### config.mk
export PLATFORM = sky130hd
export DESIGN_NAME = step_detector_with_cadence
export DESIGN_NICKNAME = d
export VERILOG_FILES = /design/src/design/sdc_pkg.sv /design/src/design/sdc_alu.sv /design/src/design/sdc_window.sv /design/src/design/sdc_history.sv /design/src/design/step_detector_with_cadence.sv
export SDC_FILE = /design/constraint.sdc
export NUM_CORES = 1
export LEC_CHECK = 0
export BUFFER_PORTS_ARGS = -buffer_cell sky130_fd_sc_hd__buf_2
export CAP_MARGIN = 10
export CORE_MARGIN = 2
export CORE_UTILIZATION = 48
export CTS_BUF_LIST = sky130_fd_sc_hd__clkbuf_4 sky130_fd_sc_hd__clkbuf_8
export CTS_CLUSTER_SIZE = 40
export DETAILED_ROUTE_END_ITERATION = 10
export RECOVER_POWER = 100
export SYNTH_ARGS = -nofsm -noshare
export SYNTH_HDL_FRONTEND = slang
export SYNTH_HIERARCHICAL = 1
export SYNTH_SLANG_ARGS = --single-unit
### constraint.sdc
create_clock -name clk -period 9.3 [get_ports clk]
set_input_delay 0.93 -clock clk [delete_from_list [all_inputs] [get_ports clk]]
set_output_delay 0.93 -clock clk [all_outputs]
set_load 0.01 [all_outputs]
### src/design/sdc_pkg.sv
`timescale 1ns / 1ps
// ---------------------------------------------------------------------------
// sdc_pkg
// Shared widths, register indexes, cadence codes and the compare result
// type for the step detector with cadence estimate.
// ---------------------------------------------------------------------------
package sdc_pkg;

    localparam int SAMPLE_W  = 16;
    localparam int TIME_W    = 32;
    localparam int CFG_W     = 16;
    localparam int CFG_IDX_W = 3;

    localparam int DEF_WINDOW_DEPTH = 8;
    localparam int DEF_STEP_HISTORY = 5;

    // Configuration register indexes.
    localparam logic [CFG_IDX_W-1:0] CFG_AMP_LOW      = 3'd0;
    localparam logic [CFG_IDX_W-1:0] CFG_AMP_HIGH     = 3'd1;
    localparam logic [CFG_IDX_W-1:0] CFG_RUN_SPAN_MS  = 3'd2;
    localparam logic [CFG_IDX_W-1:0] CFG_WALK_SPAN_MS = 3'd3;
    localparam logic [CFG_IDX_W-1:0] CFG_MIN_VALID_MS = 3'd4;

    // Register values after reset.
    localparam logic [CFG_W-1:0] AMP_LOW_RST      = 16'd140;
    localparam logic [CFG_W-1:0] AMP_HIGH_RST     = 16'd320;
    localparam logic [CFG_W-1:0] RUN_SPAN_MS_RST  = 16'd1000;
    localparam logic [CFG_W-1:0] WALK_SPAN_MS_RST = 16'd2000;
    localparam logic [CFG_W-1:0] MIN_VALID_MS_RST = 16'd100;

    typedef enum logic [2:0] {
        CAD_NOT_READY  = 3'd0,
        CAD_STATIONARY = 3'd1,
        CAD_WALKING    = 3'd2,
        CAD_RUNNING    = 3'd3,
        CAD_INVALID    = 3'd4
    } cadence_t;

    // Result of the shared subtract/compare unit.
    typedef struct packed {
        logic [TIME_W:0] diff;
        logic            lt;
        logic            eq;
    } sdc_cmp_t;

endpackage

### src/design/sdc_alu.sv
`timescale 1ns / 1ps
// ---------------------------------------------------------------------------
// sdc_alu
// Shared subtract and compare unit: a minus b on unsigned operands, with
// the signed difference and less-than and equal flags.
// ---------------------------------------------------------------------------
module sdc_alu (
    input  logic [sdc_pkg::TIME_W-1:0] a,
    input  logic [sdc_pkg::TIME_W-1:0] b,
    output sdc_pkg::sdc_cmp_t          res
);
    import sdc_pkg::*;

    logic [TIME_W:0] diff;

    assign diff     = {1'b0, a} - {1'b0, b};
    assign res.diff = diff;
    assign res.lt   = diff[TIME_W];
    assign res.eq   = (diff == '0);

endmodule

### src/design/sdc_window.sv
`timescale 1ns / 1ps
// ---------------------------------------------------------------------------
// sdc_window
// Sample window: a shift line of the last samples, a running sum and the
// truncated mean, formed by a reciprocal multiply.
// ---------------------------------------------------------------------------
module sdc_window #(
    parameter int DEPTH = sdc_pkg::DEF_WINDOW_DEPTH
) (
    input  logic                         clk,
    input  logic                         rst_n,
    input  logic                         shift_en,
    input  logic [sdc_pkg::SAMPLE_W-1:0] sample_in,
    input  logic [$clog2(DEPTH)-1:0]     rd_idx,
    output logic [sdc_pkg::SAMPLE_W-1:0] rd_data,
    output logic [sdc_pkg::SAMPLE_W-1:0] mean
);
    import sdc_pkg::*;

    localparam int IDX_W = $clog2(DEPTH);
    localparam int SUM_W = SAMPLE_W + IDX_W;
    localparam int SH    = SUM_W + IDX_W;
    localparam int RW    = SUM_W + 2;
    localparam int PW    = SUM_W + RW;
    // Rounded-up reciprocal of the depth; exact for every sum below 2**SUM_W.
    localparam logic [63:0]   RECIP_WIDE = ((64'd1 << SH) + DEPTH - 1) / DEPTH;
    localparam logic [RW-1:0] RECIP      = RECIP_WIDE[RW-1:0];

    logic [SAMPLE_W-1:0] win_reg [DEPTH];
    logic [SUM_W-1:0]    sum_reg;
    logic [SAMPLE_W-1:0] mean_reg;
    logic [PW-1:0]       prod;

    assign prod    = PW'(sum_reg) * PW'(RECIP);
    assign rd_data = win_reg[rd_idx];
    assign mean    = mean_reg;

    always_ff @(posedge clk or negedge rst_n)
    begin
        if (!rst_n)
        begin
            for (int i = 0; i < DEPTH; i++)
            begin
                win_reg[i] <= '0;
            end
            sum_reg <= '0;
        end
        else if (shift_en)
        begin
            for (int i = 0; i < DEPTH - 1; i++)
            begin
                win_reg[i] <= win_reg[i + 1];
            end
            win_reg[DEPTH - 1] <= sample_in;
            sum_reg <= sum_reg + SUM_W'(sample_in) - SUM_W'(win_reg[0]);
        end
    end

    always_ff @(posedge clk)
    begin
        mean_reg <= prod[SH +: SAMPLE_W];
    end

endmodule

### src/design/sdc_history.sv
`timescale 1ns / 1ps
// ---------------------------------------------------------------------------
// sdc_history
// Step time history: the newest entry takes each timestamp, and a detected
// step moves the entries one place toward the oldest.
// ---------------------------------------------------------------------------
module sdc_history #(
    parameter int DEPTH = sdc_pkg::DEF_STEP_HISTORY
) (
    input  logic                       clk,
    input  logic                       rst_n,
    input  logic                       load_now,
    input  logic [sdc_pkg::TIME_W-1:0] time_in,
    input  logic                       shift_en,
    input  logic [$clog2(DEPTH)-1:0]   rd_idx,
    output logic [sdc_pkg::TIME_W-1:0] rd_data,
    output logic [sdc_pkg::TIME_W-1:0] t_first,
    output logic [sdc_pkg::TIME_W-1:0] t_last,
    output logic [sdc_pkg::TIME_W-1:0] t_prev
);
    import sdc_pkg::*;

    logic [TIME_W-1:0] t_reg [DEPTH];

    assign rd_data = t_reg[rd_idx];
    assign t_first = t_reg[0];
    assign t_last  = t_reg[DEPTH - 1];
    assign t_prev  = t_reg[DEPTH - 2];

    always_ff @(posedge clk or negedge rst_n)
    begin
        if (!rst_n)
        begin
            for (int i = 0; i < DEPTH; i++)
            begin
                t_reg[i] <= '0;
            end
        end
        else if (load_now)
        begin
            t_reg[DEPTH - 1] <= time_in;
        end
        else if (shift_en)
        begin
            // The newest entry already holds this sample's time and stays.
            for (int i = 0; i < DEPTH - 1; i++)
            begin
                t_reg[i] <= t_reg[i + 1];
            end
        end
    end

endmodule

### src/design/step_detector_with_cadence.sv
`timescale 1ns / 1ps
// ---------------------------------------------------------------------------
// step_detector_with_cadence
// Step detector over a sliding sample window, with a cadence class taken
// from the spans between recent step times.
// ---------------------------------------------------------------------------
// Usage:
// A request carries one sample and its millisecond timestamp and is taken
// when in_valid is high and in_stall is low. Each request gives exactly one
// result (step_found, window_mean, cadence), offered with out_valid until
// taken at an edge where out_stall is low.
// One request is worked at a time; in_stall is high while it is in work.
// A small sequencer drives one shared subtract/compare unit: one mode check,
// STEP_HISTORY history checks and up to five span compares, plus the peak
// scan over the window and its threshold checks when a candidate matures.
// The result sits in an output register, so a new request is taken while
// the receiver stalls; the sequencer waits only if a second result is ready
// before the first was taken.
// Reset clears the window, the history and the detector and loads the
// default thresholds. Configuration is to be written only while idle.
// ---------------------------------------------------------------------------
module step_detector_with_cadence #(
    parameter int WINDOW_DEPTH = sdc_pkg::DEF_WINDOW_DEPTH,
    parameter int STEP_HISTORY = sdc_pkg::DEF_STEP_HISTORY
) (
    input  logic                          clk,
    input  logic                          rst_n,
    input  logic                          cfg_we,
    input  logic [sdc_pkg::CFG_IDX_W-1:0] cfg_index,
    input  logic [sdc_pkg::CFG_W-1:0]     cfg_data,
    input  logic                          in_valid,
    output logic                          in_stall,
    input  logic [sdc_pkg::SAMPLE_W-1:0]  sample,
    input  logic [sdc_pkg::TIME_W-1:0]    time_ms,
    output logic                          out_valid,
    input  logic                          out_stall,
    output logic                          step_found,
    output logic [sdc_pkg::SAMPLE_W-1:0]  window_mean,
    output logic [2:0]                    cadence
);
    import sdc_pkg::*;

    localparam int WIDX_W = $clog2(WINDOW_DEPTH);
    localparam int HIDX_W = $clog2(STEP_HISTORY);
    localparam int CNT_W  = $clog2(WINDOW_DEPTH + 1);
    localparam logic [WIDX_W-1:0] WIN_LAST  = WIDX_W'(WINDOW_DEPTH - 1);
    localparam logic [HIDX_W-1:0] HIST_LAST = HIDX_W'(STEP_HISTORY - 1);
    localparam logic [CNT_W-1:0]  CNT_FULL  = CNT_W'(WINDOW_DEPTH);

    typedef enum logic [3:0] {
        ST_IDLE,
        ST_MODE,
        ST_PEAK,
        ST_PEAK_LO,
        ST_PEAK_HI,
        ST_READY,
        ST_FULL,
        ST_FULL_CMP,
        ST_SPAN,
        ST_SPAN_RUN,
        ST_SPAN_WALK,
        ST_DONE
    } state_t;

    typedef enum logic [1:0] {
        MODE_NORMAL    = 2'd0,
        MODE_CANDIDATE = 2'd1,
        MODE_RECOVERY  = 2'd2
    } mode_t;

    state_t              state_reg,    state_next;
    mode_t               mode_reg,     mode_next;
    logic [CNT_W-1:0]    cnt_reg,      cnt_next;
    logic [CNT_W-1:0]    cnt_inc;
    logic [SAMPLE_W-1:0] sample_reg,   sample_next;
    logic [SAMPLE_W-1:0] peak_reg,     peak_next;
    logic [WIDX_W-1:0]   widx_reg,     widx_next;
    logic [HIDX_W-1:0]   hidx_reg,     hidx_next;
    logic [TIME_W-1:0]   diff_reg,     diff_next;
    logic                found_reg,    found_next;
    logic                nready_reg,   nready_next;
    cadence_t            cad_reg,      cad_next;
    logic                out_valid_reg, out_valid_next;
    logic                out_found_reg, out_found_next;
    logic [SAMPLE_W-1:0] out_mean_reg,  out_mean_next;
    cadence_t            out_cad_reg,   out_cad_next;

    logic [CFG_W-1:0] amp_low_reg,  amp_low_next;
    logic [CFG_W-1:0] amp_high_reg, amp_high_next;
    logic [CFG_W-1:0] run_reg,      run_next;
    logic [CFG_W-1:0] walk_reg,     walk_next;
    logic [CFG_W-1:0] min_reg,      min_next;

    logic              accept;
    logic              hist_shift;
    logic [TIME_W-1:0] alu_a;
    logic [TIME_W-1:0] alu_b;
    sdc_cmp_t          cmp;
    logic [SAMPLE_W-1:0] win_rd;
    logic [SAMPLE_W-1:0] win_mean;
    logic [TIME_W-1:0] hist_rd;
    logic [TIME_W-1:0] t_first;
    logic [TIME_W-1:0] t_last;
    logic [TIME_W-1:0] t_prev;

    assign in_stall    = (state_reg != ST_IDLE);
    assign accept      = in_valid && !in_stall;
    assign out_valid   = out_valid_reg;
    assign step_found  = out_found_reg;
    assign window_mean = out_mean_reg;
    assign cadence     = out_cad_reg;
    assign cnt_inc     = (cnt_reg < CNT_FULL) ? cnt_reg + 1'b1 : cnt_reg;

    sdc_window #(
        .DEPTH (WINDOW_DEPTH)
    ) u_window (
        .clk       (clk),
        .rst_n     (rst_n),
        .shift_en  (accept),
        .sample_in (sample),
        .rd_idx    (widx_reg),
        .rd_data   (win_rd),
        .mean      (win_mean)
    );

    sdc_history #(
        .DEPTH (STEP_HISTORY)
    ) u_history (
        .clk      (clk),
        .rst_n    (rst_n),
        .load_now (accept),
        .time_in  (time_ms),
        .shift_en (hist_shift),
        .rd_idx   (hidx_reg),
        .rd_data  (hist_rd),
        .t_first  (t_first),
        .t_last   (t_last),
        .t_prev   (t_prev)
    );

    sdc_alu u_alu (
        .a   (alu_a),
        .b   (alu_b),
        .res (cmp)
    );

    // Operand selection for the shared compare unit.
    always_comb
    begin
        alu_a = '0;
        alu_b = '0;
        unique case (state_reg)
            ST_MODE:
            begin
                alu_a = TIME_W'(sample_reg);
                alu_b = TIME_W'(amp_low_reg);
            end
            ST_PEAK:
            begin
                alu_a = TIME_W'(peak_reg);
                alu_b = TIME_W'(win_rd);
            end
            ST_PEAK_LO:
            begin
                alu_a = TIME_W'(amp_low_reg);
                alu_b = TIME_W'(peak_reg);
            end
            ST_PEAK_HI:
            begin
                alu_a = TIME_W'(peak_reg);
                alu_b = TIME_W'(amp_high_reg);
            end
            ST_READY:
            begin
                alu_a = hist_rd;
                alu_b = TIME_W'(min_reg);
            end
            ST_FULL:
            begin
                alu_a = t_last;
                alu_b = t_first;
            end
            ST_FULL_CMP:
            begin
                alu_a = TIME_W'(walk_reg);
                alu_b = diff_reg;
            end
            ST_SPAN:
            begin
                alu_a = t_prev;
                alu_b = t_first;
            end
            ST_SPAN_RUN:
            begin
                alu_a = diff_reg;
                alu_b = TIME_W'(run_reg);
            end
            ST_SPAN_WALK:
            begin
                alu_a = diff_reg;
                alu_b = TIME_W'(walk_reg);
            end
            default:
            begin
                alu_a = '0;
                alu_b = '0;
            end
        endcase
    end

    always_comb
    begin
        state_next     = state_reg;
        mode_next      = mode_reg;
        cnt_next       = cnt_reg;
        sample_next    = sample_reg;
        peak_next      = peak_reg;
        widx_next      = widx_reg;
        hidx_next      = hidx_reg;
        diff_next      = diff_reg;
        found_next     = found_reg;
        nready_next    = nready_reg;
        cad_next       = cad_reg;
        out_valid_next = out_valid_reg;
        out_found_next = out_found_reg;
        out_mean_next  = out_mean_reg;
        out_cad_next   = out_cad_reg;
        hist_shift     = 1'b0;

        amp_low_next  = amp_low_reg;
        amp_high_next = amp_high_reg;
        run_next      = run_reg;
        walk_next     = walk_reg;
        min_next      = min_reg;

        if (cfg_we)
        begin
            unique case (cfg_index)
                CFG_AMP_LOW:      amp_low_next  = cfg_data;
                CFG_AMP_HIGH:     amp_high_next = cfg_data;
                CFG_RUN_SPAN_MS:  run_next      = cfg_data;
                CFG_WALK_SPAN_MS: walk_next     = cfg_data;
                CFG_MIN_VALID_MS: min_next      = cfg_data;
                default:          ;
            endcase
        end

        if (out_valid_reg && !out_stall)
        begin
            out_valid_next = 1'b0;
        end

        unique case (state_reg)
            ST_IDLE:
            begin
                if (accept)
                begin
                    sample_next = sample;
                    state_next  = ST_MODE;
                end
            end
            ST_MODE:
            begin
                found_next  = 1'b0;
                nready_next = 1'b0;
                hidx_next   = '0;
                widx_next   = '0;
                peak_next   = '0;
                state_next  = ST_READY;
                unique case (mode_reg)
                    MODE_RECOVERY:
                    begin
                        if (cmp.lt)
                        begin
                            mode_next = MODE_NORMAL;
                        end
                    end
                    MODE_CANDIDATE:
                    begin
                        cnt_next = cnt_inc;
                        if (cnt_inc == CNT_FULL)
                        begin
                            state_next = ST_PEAK;
                        end
                    end
                    default:
                    begin
                        mode_next = MODE_NORMAL;
                        if (!cmp.lt && !cmp.eq)
                        begin
                            mode_next = MODE_CANDIDATE;
                            cnt_next  = CNT_W'(1);
                        end
                    end
                endcase
            end
            ST_PEAK:
            begin
                if (cmp.lt)
                begin
                    peak_next = win_rd;
                end
                widx_next = widx_reg + 1'b1;
                if (widx_reg == WIN_LAST)
                begin
                    widx_next  = '0;
                    state_next = ST_PEAK_LO;
                end
            end
            ST_PEAK_LO:
            begin
                state_next = cmp.lt ? ST_PEAK_HI : ST_READY;
            end
            ST_PEAK_HI:
            begin
                if (cmp.lt)
                begin
                    found_next = 1'b1;
                    mode_next  = MODE_RECOVERY;
                    hist_shift = 1'b1;
                end
                state_next = ST_READY;
            end
            ST_READY:
            begin
                if (cmp.lt)
                begin
                    nready_next = 1'b1;
                end
                hidx_next = hidx_reg + 1'b1;
                if (hidx_reg == HIST_LAST)
                begin
                    hidx_next = '0;
                    if (nready_reg || cmp.lt)
                    begin
                        cad_next   = CAD_NOT_READY;
                        state_next = ST_DONE;
                    end
                    else
                    begin
                        state_next = ST_FULL;
                    end
                end
            end
            ST_FULL:
            begin
                diff_next = cmp.diff[TIME_W-1:0];
                if (cmp.lt)
                begin
                    cad_next   = CAD_STATIONARY;
                    state_next = ST_DONE;
                end
                else
                begin
                    state_next = ST_FULL_CMP;
                end
            end
            ST_FULL_CMP:
            begin
                // The full span is above the walking limit when limit - span < 0.
                if (cmp.lt)
                begin
                    cad_next   = CAD_STATIONARY;
                    state_next = ST_DONE;
                end
                else
                begin
                    state_next = ST_SPAN;
                end
            end
            ST_SPAN:
            begin
                diff_next = cmp.diff[TIME_W-1:0];
                if (cmp.lt)
                begin
                    cad_next   = CAD_INVALID;
                    state_next = ST_DONE;
                end
                else if (cmp.eq)
                begin
                    cad_next   = CAD_RUNNING;
                    state_next = ST_DONE;
                end
                else
                begin
                    state_next = ST_SPAN_RUN;
                end
            end
            ST_SPAN_RUN:
            begin
                if (cmp.lt)
                begin
                    cad_next   = CAD_RUNNING;
                    state_next = ST_DONE;
                end
                else
                begin
                    state_next = ST_SPAN_WALK;
                end
            end
            ST_SPAN_WALK:
            begin
                cad_next   = cmp.lt ? CAD_WALKING : CAD_STATIONARY;
                state_next = ST_DONE;
            end
            ST_DONE:
            begin
                if (!out_valid_reg || !out_stall)
                begin
                    out_valid_next = 1'b1;
                    out_found_next = found_reg;
                    out_mean_next  = win_mean;
                    out_cad_next   = cad_reg;
                    state_next     = ST_IDLE;
                end
            end
            default:
            begin
                state_next = ST_IDLE;
            end
        endcase
    end

    always_ff @(posedge clk or negedge rst_n)
    begin
        if (!rst_n)
        begin
            state_reg     <= ST_IDLE;
            mode_reg      <= MODE_NORMAL;
            cnt_reg       <= '0;
            widx_reg      <= '0;
            hidx_reg      <= '0;
            found_reg     <= 1'b0;
            nready_reg    <= 1'b0;
            cad_reg       <= CAD_NOT_READY;
            out_valid_reg <= 1'b0;
            amp_low_reg   <= AMP_LOW_RST;
            amp_high_reg  <= AMP_HIGH_RST;
            run_reg       <= RUN_SPAN_MS_RST;
            walk_reg      <= WALK_SPAN_MS_RST;
            min_reg       <= MIN_VALID_MS_RST;
        end
        else
        begin
            state_reg     <= state_next;
            mode_reg      <= mode_next;
            cnt_reg       <= cnt_next;
            widx_reg      <= widx_next;
            hidx_reg      <= hidx_next;
            found_reg     <= found_next;
            nready_reg    <= nready_next;
            cad_reg       <= cad_next;
            out_valid_reg <= out_valid_next;
            amp_low_reg   <= amp_low_next;
            amp_high_reg  <= amp_high_next;
            run_reg       <= run_next;
            walk_reg      <= walk_next;
            min_reg       <= min_next;
        end
    end

    always_ff @(posedge clk)
    begin
        sample_reg    <= sample_next;
        peak_reg      <= peak_next;
        diff_reg      <= diff_next;
        out_found_reg <= out_found_next;
        out_mean_reg  <= out_mean_next;
        out_cad_reg   <= out_cad_next;
    end

endmodule
== Yosys cells after proc, flatten, opt, wreduce, memory -nomap -nowiden ==
Cells that the tools add are included.
Word-level totals
  register bits after elaboration: 509
  output and inout bits: 22
  logic and storage cells: 171
Cells by class
  add/subtract/negate cells: 6
  order comparisons: 3
  equality and inequality tests: 33
  mux-type cells: 52
  bitwise logic cells: 4
  reductions and logical operators: 38
Operators with widths (count)
  $pmux W32 S9: 1
  $pmux W32 S8: 1
  $bmux W32 S3: 1
  $mux W32: 2
  $bmux W16 S3: 1
  $mux W16: 3
  $pmux W4 S12: 1
  $logic_not A33 Y1: 1
  $sub A32 B32 Y33: 1
  $mux W4: 8
  $pmux W16 S2: 1
  $mux W3: 10
  $reduce_and A2 Y1: 11
  $eq A4 B4 Y1 const B: 5
  $add A19 B16 Y19: 1
  $sub A19 B16 Y19: 1
  $eq A4 B3 Y1 const B: 4
  $pmux W3 S5: 1
  $mux W2: 6
  $ne A2 B2 Y1 const B: 6
  $pmux W3 S2: 2
  $ne A2 B1 Y1 const B: 5
  $eq A3 B3 Y1 const B: 3
  $mux W1: 9
  other kinds (28): 51

== Logic depth before layout (Yosys ltp) ==
  depth after elaboration: 12
  depth in mapped cells: 25
  gate-level depth less buffers: 22

== Modules after synthesis ==
The synthesis kept the hierarchy.
Modules (own cells, without submodules)
  step_detector_with_cadence: instances 1, cells an instance 765, area an instance 9339.0 µm²
  sdc_window: instances 1, cells an instance 597, area an instance 8160.3 µm²
  sdc_history: instances 1, cells an instance 585, area an instance 8061.5 µm²
  sdc_alu: instances 1, cells an instance 323, area an instance 2143.3 µm²

== Least setup slack after synthesis ==
OpenSTA, ideal clock, no wires.
  path type: register to register
  start: reg widx_reg[0]
  end: reg cad_reg[0]
  data arrival time: 5.670 ns
  required time: 9.172 ns
  slack: 3.503 ns
  stages on the path, launching flop included: 23
  path buffers: 2
  clock period less this slack: 5.797 ns
  cell sequence: dfrtp_1 clkbuf_1 buf_2 mux4_2 mux2_2 and2_1 a211oi_1 nand4_1 ha_1 fa_1 nand2b_1 a211o_1 a21o_1 a211oi_2 nor3_1 or2_0 a221o_1 or4_1 nor4_2 nor2_1 o21ai_0 o2111a_1 mux2_1
RTL lines
  start, declared: RTL line step_detector_with_cadence.sv:77  | logic [WIDX_W-1:0] widx_reg, widx_next;
  start signal, assigned: RTL line step_detector_with_cadence.sv:448  | widx_reg <= widx_next;
  end signal, assigned: RTL line step_detector_with_cadence.sv:452  | cad_reg <= cad_next;
  end, declared: RTL line step_detector_with_cadence.sv:82  | cadence_t cad_reg, cad_next;

==> key figures <==
Run status
  – Status: finished with violations
  – Violated checks: capacitance limit, slew limit

Clock tree
  – # Post-CTS Setup Buffers: 0
  – # H-tree levels: 3
  – Root Buffer: clkbuf_8
  – Num Clock Sinks: 509
  – Cts repair resizes: 0
  – Total CTS buffers: 90
  – Cts-stage hold buffer count: 0
  – CTS tree: built
  – Clk buf depth: 3
  – Worst-skew pair later-pin latency: 0.71 ns
  – Clock-pin slew on the worst setup and hold paths: 0.07 ns

Floorplanning
  – Chip Height: 244 um
  – Die width: 244 um
  – Die footprint: 59600 um2
  – Starting Density: between 40 and 50%
  – Core ar.: 57400 um2
  – IO Pins: 94
  – Rows: 88

Worst setup path
  – Slowest stage delay, CP: 1.03 ns
  – CP Cell Sequence: clkbuf_1 -> nor2b_1 -> o21a_1 -> a222oi_1 -> o211ai_1 -> ha_1 -> nand2_1 -> o21ai_0 -> o22ai_1 -> a2111o_1 -> nand3_1 -> o31ai_1 -> xnor2_1 -> or4_1 -> nor4_2 -> nor2_1 -> o21ai_0 -> o2111a_1 -> mux2_1
  – Crit Path Max Fanout: 27
  – Critical path class: register to register
  – Arrival time worst endpoint: between 8 and 9 ns
  – Startpoint type of the worst setup path: register
  – Most frequent CP cell: o21ai_0
  – CP max stage cell: clkbuf_1
  – R2R Setup Slk: 1.44 ns
  – CP Capture Type: register
  – Critical Path RT: ~9.9 ns

Global routing
  – Remaining global-route overflow: 0
  – Met3 usage: 5.70%
  – Busiest grt layer: met2
  – Initial antenna violation count: 7
  – Largest net degree at the start of global routing: 176
  – Grt met2 use: about two fifths
  – Met1 usage: 32.5%
  – Number of global-route vias before repair: 18900
  – All-Layer GR Usage: 24.4%
  – First-pass GRT wire length: 112 mm

Drt
  – Vias/cell: 5.88
  – WL per Instance: 23.2 um
  – Via count: around 18000
  – DRC errors left: 0
  – Final WL: a little over 70 mm
  – 1st-iter DRT viols: 1574
  – DR pass1 iterations: 9
  – Remaining antenna violation count: 0

Place
  – Worst slack, placed: 2.20 ns
  – Dpl hpwl: between 50 and 60 mm
  – Placer congestion estimate: 0.919
  – I/O Buffers: 93

Logic synthesis
  – Mapped Cells: 2269
  – Mapped Area: between 20000 and 30000 um2
  – Syn_nets: approximately 2400
  – Avg Synthesized Cell Area: 12.2 um2
  – Ys Warns: 6

Timing
  – Hold Fails Final Rpt: 0
  – Final period utilization: 84.6%
  – RSZ-0062 raised after global routing: no
  – Setup TNS: 0 ns
  – Final setup fails: 0
  – Actual slew at the worst max-slew pin: 5.71 ns
  – Fmax: 0.127 GHz
  – Slew HR: -281%
  – Post-route clock skew: ~0.045 ns
  – Pins Over Slew Limit: 223
  – Final worst slack: 1.44 ns
  – Period minus WS final: 7.86 ns

Power
  – Power density over the cells: approximately 420 nW/um2
  – Total power: 12400 uW
  – VDD IR-drop max: 0.212 mV
  – Static leakage: 0.0128 uW

Cells and area
  – Max reg flops: 128
  – Layout cell share with drive strength beyond 1: between 30% and 40%
  – Final core occ: 52.0%
  – Fin nets: 2410
  – Area Overhead vs Synth: 7.79%

Flow run
  – Max_cap viols: 3

Worst hold path
  – Hold Crit Class: register to register
==> stage by stage <==
| step | hold WS, ns | area [um2] | std cells |
|---|---|---|---|
| global route | 0.380 | 29800 | 3105 |
| CTS | 0.273 | 30000 | 3105 |
| finish | 0.363 | 29900 | 3107 |
| detailed placement | 0.352 | 28100 | 2938 |
| floorplan | 0.347 | 27700 | 2269 |
| global placement | 0.355 | 28100 | 2938 |
==> cells in the final DEF (no fill, tap or decap), types with 23 or more instances in the layout <==
master,n
nand4_1,30
buf_2,52
a22o_1,43
a222oi_1,23
nand2_1,131
a221o_1,31
mux2_2,392
nor2_1,75
clkbuf_4,26
clkbuf_1,52
mux2_4,28
mux2i_1,45
o21ai_0,40
a22oi_1,59
inv_1,118
clkbuf_8,108
ha_1,56
mux4_2,32
edfxtp_1,84
buf_4,24
a21oi_1,52
dfrtp_1,386
==> per-layer routing <==
metal / vias to the layer above / share of wire [%] / wire (um)
li1: 8321 / - / -
met1: 9285 / 44 / 31600
met2: 534 / 47 / 33900
met3: 122 / 6.0 / 4330
met4: 10 / 3.1 / 2270
met5: - / 0.093 / 67
==> worst max-delay path: cells and delay by family, from the launching register on <==
family                     cells  cell delay [ns]
adders and majority gates      1             0.47
DFF                            1             0.62
muxes                          1             0.34
AOI/OAI and AO/OA              9             3.10
xor gates and xnor gates       1             0.15
and+or+nand+nor                6             1.96
buffers and inverters          1             1.03
==> final cells by class <==
type | instances | area (um2)
well taps | 765 | 957
diodes | 2 | 5.00
fillers | 5062 | 27500
flip-flops and latches | 509 | 13100
inverters | 119 | 447
clock inverters | 33 | 295
clock buffers | 134 | 1680
repair buffers | 132 | 701
multi-input cells | 1413 | 12700
==> power breakdown <==
group | leakage [uW] | switching, uW | total (uW) | internal, uW
combinational | 0.00563 | 3580 | 6210 | 2630
sequential | 0.00615 | 705 | 3980 | 3270
clock | 0.00105 | 968 | 2250 | 1280
==> path summary, 6_finish.rpt <==
kind | cells past startpoint | to | start
max | 19 | cad_reg[1] | state_reg[0]
min | 0 | u_window/mean[7] | u_window/sum_reg[10]
max reg2reg | 19 | cad_reg[1] | state_reg[0]
min reg2reg | 0 | u_window/mean[7] | u_window/sum_reg[10]
max in group asynchronous | 2 | amp_low_reg[12] | rst_n
min in group asynchronous | 1 | u_history/t_last[25] | rst_n
(Power assumes the default switching activity.)
